<file path="config.mk">
export PLATFORM = sky130hd
export DESIGN_NAME = hmn_norm_step
export DESIGN_NICKNAME = d
export VERILOG_FILES = /design/src/hw/rtl/hmn_pkg.sv /design/src/hw/rtl/hmn_norm_step.sv
export SDC_FILE = /design/constraint.sdc
export NUM_CORES = 1
export LEC_CHECK = 0
export BUFFER_PORTS_ARGS = -buffer_cell sky130_fd_sc_hd__buf_4
export CELL_PAD_IN_SITES_DETAIL_PLACEMENT = 0
export CELL_PAD_IN_SITES_GLOBAL_PLACEMENT = 2
export CORE_ASPECT_RATIO = 1.75
export CORE_MARGIN = 3
export CORE_UTILIZATION = 33
export DETAILED_ROUTE_END_ITERATION = 10
export PLACE_DENSITY_LB_ADDON = 0.1
export SLEW_MARGIN = 20
export SYNTH_ARGS = -nofsm -noshare
export SYNTH_HDL_FRONTEND = slang
export SYNTH_SLANG_ARGS = --single-unit
</file>
<file path="constraint.sdc">
create_clock -name i_clk -period 7.5 [get_ports i_clk]
set_input_delay 1.875 -clock i_clk [delete_from_list [all_inputs] [get_ports i_clk]]
set_output_delay 1.875 -clock i_clk [all_outputs]
set_load 0.005 [all_outputs]
</file>
<file path="src/hw/rtl/hmn_pkg.sv">
// ----------------------------------------------------------------------------
// hmn_pkg: shared types and constants of the heightmap normal block
// Payload structs, register reset values, widths of the rounding search.
// ----------------------------------------------------------------------------
`default_nettype none

package hmn_pkg;

    localparam int NORMAL_FRAC_BITS = 14;

    // Result magnitude 0 .. 2^F needs F+1 bits
    localparam int C_W = NORMAL_FRAC_BITS + 1;
    // Sum of squares: 2*255^2 + 4 < 2^17
    localparam int S_W = 17;
    // Running product w*S, w <= 2^(F+1)
    localparam int WS_W = NORMAL_FRAC_BITS + 18;
    // Signed remainder of the rounding search, with headroom
    localparam int REM_W = 2 * NORMAL_FRAC_BITS + 23;
    // Input, square, setup, one stage per result bit, output
    localparam int NUM_STAGES = NORMAL_FRAC_BITS + 5;

    localparam logic [14:0] NORMAL_ONE = 15'(1 << NORMAL_FRAC_BITS);

    localparam logic [12:0] MAP_SIZE_RST   = 13'd512;
    localparam logic [15:0] MAX_HEIGHT_RST = 16'd256;
    localparam logic [14:0] STEEP_THR_RST  = 15'd11469;

    typedef enum logic [1:0] {
        CFG_MAP_SIZE   = 2'd0,
        CFG_MAX_HEIGHT = 2'd1,
        CFG_STEEP_THR  = 2'd2
    } t_cfg_idx;

    typedef struct packed {
        logic [11:0] pos_x;
        logic [11:0] pos_z;
        logic [7:0]  center_height;
        logic [7:0]  left_height;
        logic [7:0]  right_height;
        logic [7:0]  down_height;
        logic [7:0]  up_height;
    } t_in;

    typedef struct packed {
        logic signed [15:0] normal_x;
        logic [14:0]        normal_y;
        logic signed [15:0] normal_z;
        logic               steep;
        logic [23:0]        scaled_height;
    } t_out;

    // Three lanes (x, y, z) of the bitwise rounding search, sharing S
    typedef struct packed {
        logic [S_W-1:0]             s;
        logic [2:0][REM_W-1:0]      rem;
        logic [2:0][WS_W-1:0]       ws;
        logic [2:0][C_W-1:0]        c;
    } t_lanes;

endpackage

`default_nettype wire

</file>
<file path="src/hw/rtl/hmn_norm_step.sv">
// ----------------------------------------------------------------------------
// hmn_norm_step: one result bit of the normalize-and-round search
// Tries candidate t = c + 2^BIT on all three lanes and keeps it when
// (2t-1)^2 * S <= 4 * v^2 * 4^F, tracked incrementally with shifts and adds.
// ----------------------------------------------------------------------------
`default_nettype none

module hmn_norm_step #(
    parameter int BIT = 0
) (
    input  wire logic           i_clk,
    input  wire logic           i_en,
    input  wire hmn_pkg::t_lanes i_lanes,
    output hmn_pkg::t_lanes     o_lanes
);

    localparam int RW = hmn_pkg::REM_W;
    localparam int CW = hmn_pkg::C_W;
    localparam int WW = hmn_pkg::WS_W;

    hmn_pkg::t_lanes r_lanes;
    hmn_pkg::t_lanes n_lanes;

    logic signed [RW-1:0] w_s;
    logic signed [RW-1:0] w_ws   [3];
    logic signed [RW-1:0] w_a    [3];
    logic signed [RW-1:0] w_b    [3];
    logic signed [RW-1:0] w_test [3];
    logic [2:0]           w_take;

    assign w_s = $signed(RW'(i_lanes.s));

    // with w = 2c and k = 2^(BIT+1)-1: (w+k)^2 S = w^2 S + a - b
    for (genvar g = 0; g < 3; g++) begin : g_lane
        assign w_ws[g]   = $signed(RW'(i_lanes.ws[g]));
        assign w_a[g]    = (w_ws[g] <<< (BIT + 2)) + (w_s <<< (2 * BIT + 2));
        assign w_b[g]    = (w_ws[g] <<< 1) + (w_s <<< (BIT + 2)) - w_s;
        assign w_test[g] = $signed(i_lanes.rem[g]) - w_a[g] + w_b[g];
        // drop any further bit once the result has reached one
        assign w_take[g] = !w_test[g][RW-1] && !i_lanes.c[g][CW-1];
    end

    always_comb begin
        n_lanes = i_lanes;
        for (int g = 0; g < 3; g++) begin
            if (w_take[g]) begin
                n_lanes.rem[g] = i_lanes.rem[g] - w_a[g];
                n_lanes.ws[g]  = i_lanes.ws[g] + (WW'(i_lanes.s) << (BIT + 1));
                n_lanes.c[g]   = i_lanes.c[g] | (CW'(1) << BIT);
            end
        end
    end

    always_ff @(posedge i_clk) begin
        if (i_en) begin
            r_lanes <= n_lanes;
        end
    end

    assign o_lanes = r_lanes;

endmodule

`default_nettype wire

</file>
# Word-level counts from Yosys, hierarchy flattened
# Cells that the tools add are included.
[totals] register_bits=311 inputBits=313 output_inout_bits=311
[classes] add_sub_neg=21 mux=6 n_reduce_logical=9
[op_table] operator="$add 51x35->51" n=3
[op_table] operator="$mux 51" n=3
[op_table] operator="$sub 51x35->51" n=3
[op_table] operator="$sub 51x36->51" n=3
[op_table] operator="$add 34x19->35" n=3
[op_table] operator="$sub 34x17->35" n=3
[op_table] operator="$add 33x19->34" n=3
[op_table] operator="$add 32x18->32" n=3
[op_table] operator="$mux 32" n=3
[op_table] operator="$logic_not 1->1" n=6
[op_table] operator="$logic_and 1x1->1" n=3

# Logic depth before layout (Yosys ltp)
# Gate-level depths: netlist (run 1).
[depth] depth_word=6 depth_mapped=29 ltp_nobuf=27

# Worst setup path after synthesis (run 1)
# OpenSTA, ideal clock, no wires.
[synth_path] kind="input -> register" startpoint="in i_lanes[295] (netlist bit)" endpoint="reg r_lanes, in the netlist o_lanes[187], data pin" setup_ps=258 arrival_ps=7813 required_time_ps=7242 setup_slack_ps=-571 path_stages=25 n_path_buf=0 path_cell_list="inv_1 -> fa_1 -> inv_1 -> ha_1 -> nor2b_1 -> o31a_1 -> o41a_1 -> a221o_1 -> a31oi_4 -> o21ai_1 -> o41ai_2 -> o221ai_2 -> o31ai_2 -> xnor2_1 -> fa_1 -> ha_1 -> a21o_1 -> a21o_1 -> a211oi_1 -> o21ai_0 -> mux2_2 -> nor4_2 -> mux2i_4 -> or4b_1 -> xnor2_1"
[synth_rtl] item="from (decl)" line="hmn_norm_step.sv:13" source="input wire hmn_pkg::t_lanes i_lanes,"
[synth_rtl] item="to (signal assigned)" line="hmn_norm_step.sv:56" source="r_lanes <= n_lanes;"
[synth_rtl] item="to (decl)" line="hmn_norm_step.sv:21" source="hmn_pkg::t_lanes r_lanes;"

==> results of run 1 <==
[power breakdown]
group	internal (µW)	switching, µW
Clock	1170	884
Combinational	3440	3540
Sequential	2210	86.0
[final timing paths]
kind / slack (ps) / endpoint / from / depth (start not counted)
worst min-delay path: 1430 / o_lanes[34] / i_lanes[34] / 1
worst max-delay path: -330 / o_lanes[187] / i_lanes[295] / 29
[routing by layer]
metal	vias to the layer above	routed length (µm)	global-route usage, %
li1	17500	-	-
met1	17200	51800	24.6
met2	798	85500	51.2
met3	227	9520	5.96
met4	14	7450	11.4
met5	-	96	0
[worst max-delay path, delay by kind of cell]
family,cells,cell delay [ps]
AND/OR/NAND/NOR,5,1160
AO/OA/AOI/OAI,10,2380
XOR/XNOR,2,320
adder cells (fa/ha/maj),4,1460
buffers and inverters,7,860
multiplexers,1,130
[repair_timing]
item / CTS / global route
pin swaps: 214 / 156
resized for setup: 493 / 234
gates cloned: 22 / 4
buffers inserted: 91 / 41
setup endpoints to repair: 243 / 243
endpoints found under the hold margin: 0 / 0
[through the flow]
stage	cells	worst slack, ps
CTS	7107	-336
floorplan	4101	-444
global placement	6929	-1180
global route	7124	-539
detailed placement	6929	-1250
finish	7134	-328
[cells by family (layout without fill, tap and decap cells)]
| group | Yosys count | in the layout | share of synthesized area, % |
|---|---|---|---|
| buf+inv | 666 | 2212 | 6.94 |
| xor+xnor | 394 | 394 | 9.30 |
| mux | 56 | 56 | 1.66 |
| compound gates | 992 | 992 | 17.3 |
| flops | 311 | 311 | 25.0 |
| simple gates | 986 | 986 | 13.4 |
| other cells | 0 | 11 | 0 |
| fa+ha+maj | 696 | 696 | 26.4 |
[area by class of cell]
| class | count | area, µm² |
|---|---|---|
| clock buffers | 46 | 1000 |
| well taps | 1476 | 1850 |
| diodes | 11 | 27.5 |
| flip-flops and latches | 311 | 9340 |
| inverters | 602 | 2270 |
| clock inverters | 24 | 307 |
| fillers | 11000 | 56200 |
| multi-input cells | 3124 | 27900 |
| repair buffers | 1540 | 13000 |
[synth_stat cells, types with 39 or more instances]
cell type  instances
nand3_1           99
o21ai_0          212
a21o_1           138
a21oi_1          278
nand2_1          292
nor2b_1           42
nand2b_1          47
ha_1             540
and3_1            39
xnor2_1          275
nor2_1           182
inv_1            601
o21bai_1          40
nand4_1           45
nor3_1            88
xor2_1           117
fa_1             156
edfxtp_1         311
o21a_1            54
==> flow_metrics.tcl, run 1 <==
set metrics [dict create \
    grt_use_total_pct 25.7 \
    synth_edf_count 311 \
    coreArea_um2 112000 \
    grt_max_degree 142 \
    syn_area_per_cell_um2 9.12 \
    ios 624 \
    drtIter0Drc 1506 \
    syn_area_um2 37400 \
    die_area_um2 118000 \
    synth-seq-cells 311 \
    syn_nets 5110 \
    ys.flop_type "edfxtp_1" \
    whs_ps 1430 \
    cts_tree "done" \
    leakagePower_uw 0.0265 \
    hpwl_mm 128 \
    ys_top_cells_by_area "edfxtp_1 25%, ha_1 18%, fa_1 8.4%" \
    timing.final.max_slew_violations 0 \
    critPathLaunchType "input port" \
    drive_above_1_share_pct 35.7 \
    power_uw 11300 \
    hold_viol_final 0 \
    hp-class "input port to register" \
    worstPathArrival_ps 8190 \
    maxCapViolations 0 \
    grt_pass1_wl_mm 227 \
    grt_pass1_vias 38200 \
    cts_root_buffer "clkbuf_16" \
    syn_inst 4101 \
    status "finished, violations left" \
    num_vias 35800 \
    ir_drop_mv 0.189 \
    synth_cell_types 98 \
    fin_tns_setup_ps -24270 \
    yosysSeqAreaShare_pct 25.0 \
    layout_min_cycle_time_ps 7830 \
    p_per_area_nw_per_um2 203 \
    dieWidth_um 260 \
    antenna_found_initial 18 \
    io_buffers 623 \
    die_h_um 451 \
    synthArstFlopShare_pct 0 \
    required_ps 7860 \
    wl_per_cell_um 21.6 \
    drt.antenna.violating_nets 0 \
    fin_area_um2 55700 \
    routed_wl_mm 154 \
    max_stage_delay_ps 530 \
    drt_first_pass_iters 5 \
    areaGrowthSynthToFinish_pct 48.9 \
    violations "negative setup slack" \
    worst-setup-path-type "input port to register" \
    clock_path_buffers 3 \
    route.detailed.drc 0 \
    clkTransAtPathRegs_ps 60 \
    cts_hold_buf 0 \
    worst_path_max_delay_cell "or4b_4" \
    fin_ws_ps -328 \
    endpoint_kind "register" \
    start_util_pct 33.4 \
    yosysTopAreaCell "edfxtp_1" \
    num_rows 162 \
    fin_util_pct 49.8 \
    place_area_um2 50000 \
    numCtsBuffers 39 \
    layout_common_cells "1381 x buf_4, 588 x inv_1, 523 x ha_1" \
    place.gp.congestion 0.915 \
    layout.nets 6627 \
    synth_top_area_share_pct 25.0 \
    rsz0062_at_grt "true" \
    layout_commonest_cell "buf_4" \
    viasPerCell 5.01 \
    finalSetupViolCount 175 \
    fmax_mhz 128 \
    cts.sinks 311 \
    largest_register_ffs 311 \
    slew_headroom_pct 22.4 \
    grt.overflow.total 0 \
    tightestPinTransition_ps 1130 \
    crit_fanout 6 \
    yosys_warnings 0 \
    htreeDepth 2 \
    fin_crit_sh_pct 104 \
]
Note: power is estimated with default switching activity, not from simulation.
==> run 2, diff against run 1 <==
--- a/config.mk
+++ b/config.mk
@@ -8,7 +8,6 @@
 export BUFFER_PORTS_ARGS = -buffer_cell sky130_fd_sc_hd__buf_4
 export CELL_PAD_IN_SITES_DETAIL_PLACEMENT = 0
 export CELL_PAD_IN_SITES_GLOBAL_PLACEMENT = 2
-export CORE_ASPECT_RATIO = 1.75
 export CORE_MARGIN = 3
 export CORE_UTILIZATION = 33
 export DETAILED_ROUTE_END_ITERATION = 10
==> flow_metrics.tcl, run 2 (synthesized netlist as in run 1, its figures left out) <==
set metrics [dict create \
    cp_top_family "compound AO/OA/AOI/OAI gates" \
    grt_use_total_pct 23.7 \
    dieWidth_um 343 \
    p_per_area_nw_per_um2 202 \
    critPathLaunchType "input port" \
    fin_tns_setup_ps -23110 \
    fill_cells 10900 \
    grt.overflow.total 0 \
    required_ps 7850 \
    viasPerCell 4.92 \
    cp.buffers_inverters 9 \
    layout_common_cells "1354 x buf_4, 591 x inv_1, 523 x ha_1" \
    io_buffers 623 \
    timing.final.max_slew_violations 0 \
    worst_path_max_delay_cell "fa_1" \
    maxCapViolations 0 \
    crit_fanout 9 \
    worst-setup-path-type "input port to register" \
    slew_headroom_pct 17.6 \
    path_common_cell "a21o_1" \
    coreArea_um2 112000 \
    drt.antenna.violating_nets 0 \
    fmax_mhz 127 \
    clkTransAtPathRegs_ps 60 \
    routed_wl_mm 144 \
    htreeDepth 2 \
    start_util_pct 33.5 \
    tightestPinTransition_ps 1230 \
    max_stage_delay_ps 580 \
    drt_first_pass_iters 5 \
    wl_per_cell_um 20.3 \
    rsz0062_at_grt "true" \
    cts_hold_buf 0 \
    hold_viol_final 0 \
    fin_crit_sh_pct 105 \
    placed_cells 6892 \
    num_vias 34800 \
    drive_above_1_share_pct 33.3 \
    die_h_um 343 \
    worstPathArrival_ps 8210 \
    cts_root_buffer "clkbuf_16" \
    final_cells 7072 \
    whs_ps 1420 \
    leakagePower_uw 0.0257 \
    grt_pass1_wl_mm 212 \
    cts_tree "done" \
    hp-class "input port to register" \
    fin_util_pct 48.5 \
    hold_path_depth 1 \
    finalSetupViolCount 91 \
    grt_max_degree 106 \
    numCtsBuffers 43 \
    largest_register_ffs 311 \
    grt_pass1_vias 34700 \
    num_rows 122 \
    endpoint_kind "register" \
    ios 624 \
    place.gp.congestion 0.873 \
    areaGrowthSynthToFinish_pct 44.7 \
    hpwl_mm 118 \
    antenna_found_initial 17 \
    layout.nets 6543 \
    layout_min_cycle_time_ps 7860 \
    die_area_um2 117000 \
    dp_slack_ps -1190 \
    drtIter0Drc 1729 \
    fin_ws_ps -359 \
    clock_path_buffers 3 \
    cts.sinks 311 \
    status "finished, violations left" \
    layout_commonest_cell "buf_4" \
    ir_drop_mv 0.148 \
    cp.depth 30 \
    route.detailed.drc 0 \
    violations "negative setup slack" \
]
==> run 2: what timing repair did <==
action | CTS | global route
gates cloned | 20 | 7
buffers inserted | 45 | 25
pin swaps | 53 | 131
gates resized for setup | 209 | 245
endpoints found under the setup margin | 242 | 243
==> run 2: per-layer routing <==
layer / part of all wire, % / global-route usage (%) / vias to the layer above
li1: - / - / 17400
met1: 46 / 33.0 / 16500
met2: 46 / 37.8 / 777
met3: 5.9 / 4.17 / 116
met4: 2.2 / 6.27 / 4
met5: 0.018 / 0 / -
==> run 2: layout make-up <==
type                       count  area [µm²]  share of cell area, %
clock inverter                29         315                  0.583
timing repair buffer        1451       11900                   22.1
sequential                   311        9340                   17.3
multi-input combinational   3125       27200                   50.3
inverter                     602        2280                   4.21
tap                         1488        1860                   3.44
antenna                       16        40.0                 0.0740
clock buffer                  50        1100                   2.04
==> run 2: stage by stage <==
stage | total power (µW) | instance area (µm²)
floorplan | 5570 | 37600
global route | 11800 | 54100
finish | 10900 | 54100
global placement | 8030 | 49600
detailed placement | 8040 | 49600
CTS | 10700 | 52800
==> run 2: power by group <==
part	internal (µW)	switching, µW
Sequential	2210	93.6
Combinational	3160	3330
Clock	1210	927
Total	6580	4350
==> run 2: worst paths after layout <==
check / slack, ps / to / start
worst max-delay path: -360 / o_lanes[147] / i_lanes[295]
worst min-delay path: 1420 / o_lanes[7] / i_lanes[7]
